[config.mk]
export PLATFORM = sky130hd
export DESIGN_NAME = button_long_press_event_queue_unit_flat
export DESIGN_NICKNAME = d
export VERILOG_FILES = /design/src/hdl/blpq_pkg.sv /design/src/hdl/blpq_in_if.sv /design/src/hdl/blpq_out_if.sv /design/src/hdl/blpq_cfg_if.sv /design/src/hdl/blpq_ring.sv /design/src/hdl/button_long_press_event_queue_unit.sv /design/src/flat_wrapper.sv
export SDC_FILE = /design/constraint.sdc
export NUM_CORES = 1
export LEC_CHECK = 0
export BUFFER_PORTS_ARGS = -buffer_cell sky130_fd_sc_hd__buf_4
export CORE_UTILIZATION = 64
export CTS_CLUSTER_DIAMETER = 200
export DETAILED_ROUTE_END_ITERATION = 8
export PLACE_DENSITY = 0.92
export SYNTH_ARGS = -nofsm -noshare
export SYNTH_HDL_FRONTEND = slang
export SYNTH_SLANG_ARGS = --single-unit
export TNS_END_PERCENT = 5
[constraint.sdc]
create_clock -name clk -period 7.3 [get_ports clk]
set_clock_uncertainty 0.2 [all_clocks]
set_input_delay 1.095 -clock clk [delete_from_list [all_inputs] [get_ports clk]]
set_output_delay 1.095 -clock clk [all_outputs]
set_load 0.02 [all_outputs]
[src/hdl/blpq_pkg.sv]
// Types and constants shared by the button long-press event queue.
`timescale 1ns / 1ps

package blpq_pkg;

	typedef logic [1:0] func_t;
	typedef logic [1:0] action_t;
	typedef logic [15:0] code_t;
	typedef logic [15:0] ticks_t;
	typedef logic [31:0] stamp_t;

	localparam func_t FUNC_TICK   = 2'd0;
	localparam func_t FUNC_PACKET = 2'd1;
	localparam func_t FUNC_POP    = 2'd2;

	localparam int BUTTON_COUNT = 3;

	// Index 0 end-cap (single), 1 down (double), 2 up (long).
	localparam logic [BUTTON_COUNT-1:0][15:0] PRESS_CODES   = {16'hA301, 16'hA201, 16'hA101};
	localparam logic [BUTTON_COUNT-1:0][15:0] RELEASE_CODES = {16'hA300, 16'hA200, 16'hA100};

	localparam ticks_t LONG_PRESS_RESET = 16'd750;

	localparam logic [1:0] LEN_TWO   = 2'd2;
	localparam logic [1:0] LEN_THREE = 2'd3;

	typedef struct packed {
		func_t       func;
		logic [7:0]  byte_first;
		logic [7:0]  byte_second;
		logic [7:0]  byte_third;
		logic [1:0]  packet_length;
	} in_item_t;

	typedef struct packed {
		logic        popped_valid;
		action_t     popped_action;
		logic [2:0]  queue_count;
		logic        dropped_oldest;
	} out_item_t;

	// Ring status after the current operation.
	typedef struct packed {
		logic        popped_valid;
		logic        dropped;
		logic [2:0]  count;
	} ring_stat_t;

endpackage

[src/hdl/blpq_in_if.sv]
// Input item channel of the button long-press event queue.
`timescale 1ns / 1ps

interface blpq_in_if;
	logic                valid;
	logic                ready;
	blpq_pkg::in_item_t  data;

	modport source (output valid, output data, input ready);
	modport sink (input valid, input data, output ready);
endinterface

[src/hdl/blpq_out_if.sv]
// Result item channel of the button long-press event queue.
`timescale 1ns / 1ps

interface blpq_out_if;
	logic                 valid;
	logic                 ready;
	blpq_pkg::out_item_t  data;

	modport source (output valid, output data, input ready);
	modport sink (input valid, input data, output ready);
endinterface

[src/hdl/blpq_cfg_if.sv]
// Configuration write channel of the button long-press event queue.
`timescale 1ns / 1ps

interface blpq_cfg_if;
	logic              valid;
	logic              ready;
	blpq_pkg::ticks_t  data;

	modport source (output valid, output data, input ready);
	modport sink (input valid, input data, output ready);
endinterface

[src/hdl/blpq_ring.sv]
// Action ring queue: head/tail pointers around a synchronous action memory.
`timescale 1ns / 1ps

module blpq_ring #(
	parameter int QUEUE_DEPTH = 8
) (
	input  logic                  clk,
	input  logic                  arst_n,
	input  logic                  step,
	input  logic                  push,
	input  blpq_pkg::action_t     push_action,
	input  logic                  pop,
	output blpq_pkg::ring_stat_t  stat,
	output blpq_pkg::action_t     rd_action
);

	localparam int PTR_W = (QUEUE_DEPTH > 1) ? $clog2(QUEUE_DEPTH) : 1;
	localparam logic [PTR_W-1:0] LAST_PTR = PTR_W'(QUEUE_DEPTH - 1);
	localparam logic [PTR_W:0] DEPTH_EXT = (PTR_W + 1)'(QUEUE_DEPTH);

	blpq_pkg::action_t mem [QUEUE_DEPTH];
	blpq_pkg::action_t rd_q;

	logic [PTR_W-1:0] head_q, tail_q, head_d, tail_d;
	logic [PTR_W-1:0] head_inc, tail_inc;
	logic             full, not_empty, do_push, do_pop;
	logic [PTR_W:0]   count_d;
	logic [PTR_W+3:0] count_ext;

	assign head_inc  = (head_q == LAST_PTR) ? '0 : head_q + 1'b1;
	assign tail_inc  = (tail_q == LAST_PTR) ? '0 : tail_q + 1'b1;
	assign full      = (tail_inc == head_q);
	assign not_empty = (head_q != tail_q);
	assign do_push   = step && push;
	assign do_pop    = step && pop && not_empty;

	always_comb begin
		head_d = head_q;
		tail_d = tail_q;
		if (do_push) begin
			tail_d = tail_inc;
			if (full) begin
				head_d = head_inc;
			end
		end else if (do_pop) begin
			head_d = head_inc;
		end
	end

	always_comb begin
		if (tail_d >= head_d) begin
			count_d = {1'b0, tail_d} - {1'b0, head_d};
		end else begin
			count_d = {1'b0, tail_d} + DEPTH_EXT - {1'b0, head_d};
		end
		count_ext = {3'b000, count_d};
	end

	assign stat.popped_valid = do_pop;
	assign stat.dropped      = do_push && full;
	assign stat.count        = count_ext[2:0];
	assign rd_action         = rd_q;

	always_ff @(posedge clk or negedge arst_n) begin
		if (!arst_n) begin
			head_q <= '0;
			tail_q <= '0;
		end else if (step) begin
			head_q <= head_d;
			tail_q <= tail_d;
		end
	end

	// Write at the tail, read the head into a registered port.
	always_ff @(posedge clk) begin
		if (do_push) begin
			mem[tail_q] <= push_action;
		end
		if (do_pop) begin
			rd_q <= mem[head_q];
		end
	end

endmodule

[src/hdl/button_long_press_event_queue_unit.sv]
// Top level of the button long-press event queue: press tracking and result register.
`timescale 1ns / 1ps

// Usage:
// - req carries one item per beat: a tick (advance the millisecond counter),
//   a notify packet (match press/release codes of three buttons) or a pop.
// - rsp returns exactly one result beat per request beat, in order: the
//   popped action if any, the queue fill after the item, and a drop flag
//   when an enqueue pushed out the oldest action.
// - cfg writes long_press_ticks; it is always ready and should be written
//   only while no request is outstanding.
// - The result is registered: a beat accepted at edge n shows its result after
//   that edge. Throughput is one item per cycle while rsp does not stall; the
//   ring pointers are read, modified and written back in the same cycle, and
//   the action memory read lands directly in the result register.
// - When rsp stalls, the result register holds and req.ready drops; a taken
//   result frees the register in the same cycle a new beat is accepted.
// - Reset clears the counter, press flags, stamps and ring pointers and
//   loads long_press_ticks with 750. The action memory is not cleared; only
//   written entries are ever read.
module button_long_press_event_queue_unit #(
	parameter int QUEUE_DEPTH = 8
) (
	input  logic        clk,
	input  logic        arst_n,
	blpq_in_if.sink     req,
	blpq_out_if.source  rsp,
	blpq_cfg_if.sink    cfg
);

	localparam int NB = blpq_pkg::BUTTON_COUNT;

	blpq_pkg::ticks_t   ticks_q;
	blpq_pkg::stamp_t   now_q;
	blpq_pkg::stamp_t   stamp_q [NB];
	logic [NB-1:0]      seen_q;

	logic               rsp_valid_q;
	logic               popped_valid_q;
	logic [2:0]         count_q;
	logic               dropped_q;

	logic               step;
	logic               is_packet;
	logic               code_ok;
	blpq_pkg::code_t    code16;
	logic [NB-1:0]      press_hit, rel_hit, rel_long;
	logic               push;
	blpq_pkg::action_t  push_action;
	blpq_pkg::ring_stat_t ring_stat;
	blpq_pkg::action_t  rd_action;
	blpq_pkg::stamp_t   elapsed [NB];

	// Accept when the result register is empty or being drained.
	assign req.ready = !rsp_valid_q || rsp.ready;
	assign step      = req.valid && req.ready;
	assign cfg.ready = 1'b1;

	always_ff @(posedge clk or negedge arst_n) begin
		if (!arst_n) begin
			ticks_q <= blpq_pkg::LONG_PRESS_RESET;
		end else if (cfg.valid) begin
			ticks_q <= cfg.data;
		end
	end

	// Form the 16-bit code; a three-byte packet matches only with a zero lead byte.
	always_comb begin
		is_packet = (req.data.func == blpq_pkg::FUNC_PACKET);
		code16    = {req.data.byte_first, req.data.byte_second};
		code_ok   = 1'b0;
		case (req.data.packet_length)
			blpq_pkg::LEN_TWO: begin
				code_ok = is_packet;
			end
			blpq_pkg::LEN_THREE: begin
				code16  = {req.data.byte_second, req.data.byte_third};
				code_ok = is_packet && (req.data.byte_first == 8'h00);
			end
			default: begin
				code_ok = 1'b0;
			end
		endcase
	end

	always_comb begin
		for (int i = 0; i < NB; i++) begin
			elapsed[i]   = now_q - stamp_q[i];
			press_hit[i] = code_ok && (code16 == blpq_pkg::PRESS_CODES[i]);
			rel_hit[i]   = code_ok && (code16 == blpq_pkg::RELEASE_CODES[i]) && seen_q[i];
			rel_long[i]  = rel_hit[i] && (elapsed[i] >= {16'h0000, ticks_q});
		end
	end

	// Codes are distinct, so at most one button enqueues per packet.
	always_comb begin
		push        = 1'b0;
		push_action = '0;
		for (int i = 0; i < NB; i++) begin
			if (press_hit[i] || rel_long[i]) begin
				push        = 1'b1;
				push_action = 2'(i);
			end
		end
	end

	always_ff @(posedge clk or negedge arst_n) begin
		if (!arst_n) begin
			now_q  <= '0;
			seen_q <= '0;
			for (int i = 0; i < NB; i++) begin
				stamp_q[i] <= '0;
			end
		end else if (step) begin
			if (req.data.func == blpq_pkg::FUNC_TICK) begin
				now_q <= now_q + 32'd1;
			end
			for (int i = 0; i < NB; i++) begin
				if (press_hit[i]) begin
					stamp_q[i] <= now_q;
					seen_q[i]  <= 1'b1;
				end else if (rel_hit[i]) begin
					stamp_q[i] <= '0;
					seen_q[i]  <= 1'b0;
				end
			end
		end
	end

	blpq_ring #(
		.QUEUE_DEPTH (QUEUE_DEPTH)
	) u_ring (
		.clk         (clk),
		.arst_n      (arst_n),
		.step        (step),
		.push        (push),
		.push_action (push_action),
		.pop         (req.data.func == blpq_pkg::FUNC_POP),
		.stat        (ring_stat),
		.rd_action   (rd_action)
	);

	// Result register: load on accept, hold while the receiver stalls.
	always_ff @(posedge clk or negedge arst_n) begin
		if (!arst_n) begin
			rsp_valid_q <= 1'b0;
		end else if (step) begin
			rsp_valid_q <= 1'b1;
		end else if (rsp.ready) begin
			rsp_valid_q <= 1'b0;
		end
	end

	always_ff @(posedge clk) begin
		if (step) begin
			popped_valid_q <= ring_stat.popped_valid;
			count_q        <= ring_stat.count;
			dropped_q      <= ring_stat.dropped;
		end
	end

	assign rsp.valid               = rsp_valid_q;
	assign rsp.data.popped_valid   = popped_valid_q;
	assign rsp.data.popped_action  = popped_valid_q ? rd_action : '0;
	assign rsp.data.queue_count    = count_q;
	assign rsp.data.dropped_oldest = dropped_q;

endmodule

[src/flat_wrapper.sv]
// flat-port wrapper written by rule: the top's interface ports become plain ports
module button_long_press_event_queue_unit_flat 
#(
	parameter int QUEUE_DEPTH = 8
)
  (clk, arst_n, req_valid, req_data, req_ready, rsp_valid, rsp_data, rsp_ready, cfg_valid, cfg_data, cfg_ready);
  blpq_in_if req_i ();
  blpq_out_if rsp_i ();
  blpq_cfg_if cfg_i ();
  input  logic clk;
  input  logic arst_n;
  input wire logic [$bits(req_i.valid)-1:0] req_valid;
  input wire logic [$bits(req_i.data)-1:0] req_data;
  output wire logic [$bits(req_i.ready)-1:0] req_ready;
  output wire logic [$bits(rsp_i.valid)-1:0] rsp_valid;
  output wire logic [$bits(rsp_i.data)-1:0] rsp_data;
  input wire logic [$bits(rsp_i.ready)-1:0] rsp_ready;
  input wire logic [$bits(cfg_i.valid)-1:0] cfg_valid;
  input wire logic [$bits(cfg_i.data)-1:0] cfg_data;
  output wire logic [$bits(cfg_i.ready)-1:0] cfg_ready;
  assign req_i.valid = req_valid;
  assign req_i.data = req_data;
  assign req_ready = req_i.ready;
  assign rsp_valid = rsp_i.valid;
  assign rsp_data = rsp_i.data;
  assign rsp_i.ready = rsp_ready;
  assign cfg_i.valid = cfg_valid;
  assign cfg_i.data = cfg_data;
  assign cfg_ready = cfg_i.ready;
  button_long_press_event_queue_unit #(.QUEUE_DEPTH(QUEUE_DEPTH)) u_core (.clk(clk), .arst_n(arst_n), .req(req_i), .rsp(rsp_i), .cfg(cfg_i));
endmodule
==> results of run 1 <==
==> cell usage in the layout (no fill, tap or decap), types with 6 or more instances in the layout <==
master,Yosys,layout
a211oi_1,7,7
a21o_1,34,34
a21oi_1,131,131
a22o_1,66,66
a31o_2,6,6
a31oi_1,10,10
and2_1,7,7
and3_1,14,14
buf_4,3,83
clkbuf_16,0,17
dfrtp_1,147,146
dfstp_2,7,7
edfxtp_1,23,23
ha_1,147,147
inv_1,143,143
mux2_2,6,6
nand2_1,156,156
nand2b_1,16,16
nand3_1,42,42
nand4_1,49,49
nor2_1,79,78
nor2b_1,16,16
nor3_1,23,21
nor4_1,15,14
o2111ai_1,8,8
o211ai_1,14,14
o21a_1,23,23
o21ai_0,121,121
o21ai_1,10,10
o21bai_1,8,8
o31ai_1,8,8
or3_1,8,8
xnor2_1,71,71
xor2_1,26,26
==> stage by stage <==
step	hold slack, ps	cell area [um2]	total power (W)
after global routing	298	15600	0.00357
after detailed placement	267	14900	0.00240
after CTS	284	15600	0.00334
after floorplan	241	14300	0.00206
final	284	15600	0.00339
after global placement	253	14900	0.00236
==> registers in the layout, summed over array words and instances, names as in the netlist <==
name	count
u_core.stamp_q	96
u_core.now_q	32
u_core.ticks_q	16
u_core.u_ring.mem	16
u_core.count_q	3
u_core.seen_q	3
u_core.u_ring.head_q	3
u_core.u_ring.tail_q	3
u_core.u_ring.rd_action	2
u_core.dropped_q	1
u_core.popped_valid_q	1
u_core.rsp.valid	1
==> layout make-up <==
class,instances,area (um2)
multi-input cells,1251,8880
fillers,1650,6250
flip-flops and latches,177,4550
repair buffers,84,634
inverters,145,544
clock buffers,18,439
well taps,280,350
clock inverters,14,166
diodes,1,2.50
==> worst max-delay path: cells and delay by family, from the launching register on <==
family          cells  cell delay [ps]
compound gates     10             2140
simple gates        6             1440
fa+ha+maj           5             1360
flops               1              490
xor+xnor            3              430
mux                 1              340
buf+inv             3              250
==> power by group <==
part	total, W	internal (W)	switching [W]
sequential	0.00106	0.00102	0.0000374
clock	0.000949	0.000499	0.000450
combinational	0.00138	0.000608	0.000773
total	0.00339	0.00213	0.00126
==> kinds of logic after synthesis <==
group                      synth area share
DFF                                   0.319
adders and majority gates             0.135
xor gates and xnor gates             0.0595
other                              0.000263
AOI/OAI and AO/OA                     0.247
muxes                                0.0193
and+or+nand+nor                       0.160
buffers and inverters                0.0604
==> what timing repair did <==
item	CTS	global route
hold buffers	0	0
setup buffers	0	1
resized for setup	0	3
endpoints found under the setup margin	0	2
==> path summary, 6_finish.rpt <==
check | from | to | slack, ps
max in group asynchronous | arst_n | u_core.now_q[1] | 5020
max | u_core.now_q[0] | u_core.count_q[2] | 370
min reg2reg | u_core.seen_q[0] | u_core.seen_q[0] | 280
max reg2reg | u_core.now_q[0] | u_core.count_q[2] | 370
min | u_core.seen_q[0] | u_core.seen_q[0] | 280
min in group asynchronous | arst_n | u_core.ticks_q[8] | 510
==> metal layers <==
layer	track usage	vias to the layer above
met1	0.480	6293
met2	0.591	667
li1	-	6070
met3	0.0892	102
met4	0.126	0
met5	0	-
==> impl_metrics.csv, run 1 <==
group,metric,value,unit
floorplan,fp.coreArea,0.0218,mm2
place,place_hpwl,30800,um
yosys,ys_ff_latch,177,
detailed_routing,wl_per_cell,20.6,um
yosys,synth.most_common_cell,"nand2_1",
clock_tree,cts_sinks,177,
clock_tree,cts_max_level,4,
timing,tightestPinTransition,1220,ps
outcome,status,"completed",
detailed_routing,wl_met1,16700,um
timing,slew_headroom,0.182,
place,place_ws,424,ps
yosys,synth.avg_cell_area,8.66,um2
critical_path,crit_path_start_kind,"flip-flop",
detailed_routing,met2_length,18700,um
yosys,syn_nets,1848,
clock_tree,ctsRootBufferMaster,"clkbuf_16",
global_route,grt_max_degree,92,
critical_path,r2r_cells,28,
global_route,grt_pass1_wl,64300,um
detailed_routing,via_count,13100,
critical_path,path_max_fanout,7,
clock_tree,path_clk_slew,80,ps
yosys,yosysWarningCount,0,
run,maxCapViolCount,0,
floorplan,dieWidth,151,um
timing,final_max_slew_viol_count,0,
detailed_routing,routed_wl,40600,um
floorplan,start_util,0.654,
global_route,grt_usage,0.367,
yosys,ys.flop_type,"dfrtp_1",
layout,areaGrowthSynthToFinish,9.16,%
floorplan,fp-row-count,54,
detailed_routing,viasPerCell,6.67,
detailed_routing,top_layer,"met4",
global_route,antenna_found_initial,1,
detailed_routing,first_pass_iters,5,
place,port-buffer-count,57,
clock_tree,cts_made_buffers,17,
yosys,synth_area_leader_cell,"dfrtp_1",
timing,hold_viol,0,
layout,nets,1876,
timing,setup_ws,371,ps
timing,grt_setup_unrepaired,"false",
pwr,p_per_area,217,mW/mm2
place,placed_cells,1936,
clock_tree,clock_latency,450,ps
critical_path,slowest_stage,"dfrtp_1",
yosys,ys_seq_area_frac,0.319,
layout,utilization,0.714,
clock_tree,clock_path_buffers,2,
detailed_routing,ant_nets,0,
detailed_routing,first_iter_violations,1054,
timing,setup_viol,0,
critical_path,crit_required,7300,ps
layout,final_cells,1970,
place,place_congestion,0.959,
timing,fmax,144,MHz
detailed_routing,dr_wl_met3,4030,um
yosys,synth_commonest_cells,"156 x nand2_1, 147 x dfrtp_1, 147 x ha_1",
global_route,grt_pass1_vias,12600,
yosys,synth.area.top_cells,"dfrtp_1 26%, ha_1 13%, edfxtp_1 4.8%, a21oi_1 4.6%, xnor2_1 4.4%",
critical_path,worstSetupEndpointType,"flip-flop",
critical_path,slowest_delay,490,ps
timing,setup_tns,0,ps
timing,post-route-min-period,6930,ps
yosys,synth_edf_count,23,
detailed_routing,drc_errors,0,
yosys,synth_area,0.0143,mm2
floorplan,io_pins,59,
yosys,synth.distinct_cells,93,
global_route,overflow,0,
floorplan,die-area,0.0229,mm2
critical_path,cp.arrival,6930,ps
floorplan,die_y,151,um
yosys,synth_cells,1648,
min_path,min_path_type,"reg2reg",
pwr,vdd_drop_max,0.116,mV
yosys,synth_top_area_frac,0.258,
critical_path,critPathKind,"reg2reg",
layout,drive_above_1_share,0.104,
timing,post-route-period-util,0.949,
pwr,p_leak,7.41,nW
min_path,min_path_cells,1,
yosys,async_flop_share,0.870,
clock_tree,cts_tree,"built",
Power figures use the tool's default switching activity.
==> inputs of run 2 (changes only) <==
CORE_UTILIZATION = 65   (was 64)
CTS_BUF_LIST = sky130_fd_sc_hd__clkbuf_4 sky130_fd_sc_hd__clkbuf_8   (was unset)
PLACE_DENSITY = 0.93   (was 0.92)
==> impl_metrics.csv, run 2 (synthesis gave the netlist of run 1 again) <==
group,metric,value,unit
timing,hold_viol,0,
layout,areaGrowthSynthToFinish,7.59,%
timing,fin_hold_ws,296,ps
layout,largest_reg_flops,96,
critical_path,critPathKind,"reg2reg",
global_route,antenna_found_initial,0,
clock_tree,cts_max_level,4,
global_route,overflow,0,
run,maxCapViolCount,0,
floorplan,dieWidth,150,um
layout,layout_commonest_cell,"nand2_1",
global_route,grt_pass1_wl,63800,um
layout,utilization,0.721,
global_route,grt_use_met3,0.0533,
critical_path,crit_required,7340,ps
critical_path,slowest_stage,"o41ai_4",
detailed_routing,viasPerCell,6.69,
layout,nets,1873,
layout,antenna_cells,0,
critical_path,critical_path_buf_inv_count,3,
detailed_routing,ant_nets,0,
layout,reg.largest.list,"u_core.stamp_q: 96 flops, u_core.now_q: 32 flops",
layout,final_cells,1961,
layout,final_cell_mix,"156 x nand2_1, 147 x ha_1, 146 x dfrtp_1",
place,placed_cells,1928,
outcome,status,"completed",
clock_tree,cts_made_buffers,17,
detailed_routing,first_iter_violations,1187,
global_route,grt_use_met1,0.501,
pwr,p_leak,7.30,nW
clock_tree,ctsRootBufferMaster,"clkbuf_8",
detailed_routing,first_pass_iters,6,
global_route,grt_max_degree,80,
timing,slew_headroom,0.167,
floorplan,start_util,0.670,
floorplan,fp.coreArea,0.0213,mm2
timing,setup_viol,0,
critical_path,cp.arrival,7080,ps
critical_path,slowest_delay,580,ps
global_route,grt_pass1_vias,12500,
global_route,met2_usage,0.586,
timing,post-route-period-util,0.965,
pwr,vdd_drop_max,0.101,mV
critical_path,critPathTopFamily,"compound AO/OA/AOI/OAI gates",
global_route,grt_usage,0.365,
clock_tree,path_clk_slew,120,ps
detailed_routing,via_count,13100,
place,place_hpwl,30500,um
clock_tree,clock_path_buffers,2,
timing,fmax,142,MHz
pwr,p_per_area,203,mW/mm2
floorplan,die_y,150,um
timing,final_max_slew_viol_count,0,
timing,tightestPinTransition,1250,ps
layout,drive_above_1_share,0.102,
floorplan,io_pins,59,
clock_tree,cts_sinks,177,
detailed_routing,wl_per_cell,20.4,um
critical_path,worstSetupEndpointType,"flip-flop",
floorplan,fp-row-count,53,
global_route,grt.busiest_layer,"met2",
critical_path,crit_path_start_kind,"flip-flop",
critical_path,path_max_fanout,7,
detailed_routing,drc_errors,0,
detailed_routing,routed_wl,40000,um
clock_tree,cts_tree,"built",
timing,post-route-min-period,7040,ps
min_path,min_path_type,"reg2reg",
layout,largest-register,"u_core.stamp_q",
clock_tree,clock_latency,490,ps
place,place_congestion,0.999,
floorplan,die-area,0.0225,mm2
place,port-buffer-count,57,
==> run 2: power by group <==
| part | switching (W) | total (W) | internal, W |
|---|---|---|---|
| logic | 0.000750 | 0.00135 | 0.000599 |
| registers | 0.0000350 | 0.00105 | 0.00102 |
| clock network | 0.000433 | 0.000706 | 0.000273 |
==> run 2: path summary, 6_finish.rpt <==
| check | slack (ps) | startpoint | cells after the start | end |
|---|---|---|---|---|
| worst max-delay path | 260 | u_core.now_q[0] | 26 | u_core.count_q[2] |
| worst max register to register | 260 | u_core.now_q[0] | 26 | u_core.count_q[2] |
| max in group asynchronous | 5040 | arst_n | 2 | u_core.stamp_q[82] |
| min in group asynchronous | 400 | arst_n | 1 | u_core.stamp_q[7] |
| worst min-delay path | 300 | u_core.seen_q[0] | 1 | u_core.seen_q[0] |
| worst min register to register | 300 | u_core.seen_q[0] | 1 | u_core.seen_q[0] |
==> run 2: cell type report <==
cell class / count / area (um2)
inverter: 145 / 544
multi-input combinational: 1251 / 8900
timing repair buffer: 81 / 612
clock buffer: 19 / 262
tap: 275 / 344
fill: 1561 / 5940
clock inverter: 13 / 130
sequential: 177 / 4550
==> run 2: layer usage <==
metal | up-vias | share of wire
met1 | 6273 | 0.43
met2 | 672 | 0.45
met3 | 103 | 0.085
met4 | 0 | 0.034
met5 | - | 0
li1 | 6062 | -
==> run 2: what timing repair did <==
item,4_1_cts,5_1_grt
hold buffers,0,0
endpoints found under the setup margin,0,2
buffers inserted,0,1
resized for setup,0,5
==> run 2: metrics by stage <==
stage	cell area (um2)	setup slack (ps)	total power (W)	setup TNS, ps
after floorplan	14300	1010	0.00206	0
after global placement	14900	596	0.00235	0
after detailed placement	14900	382	0.00238	0
after CTS	15300	199	0.00308	0
after global routing	15400	-150	0.00329	-179
final	15400	258	0.00311	0
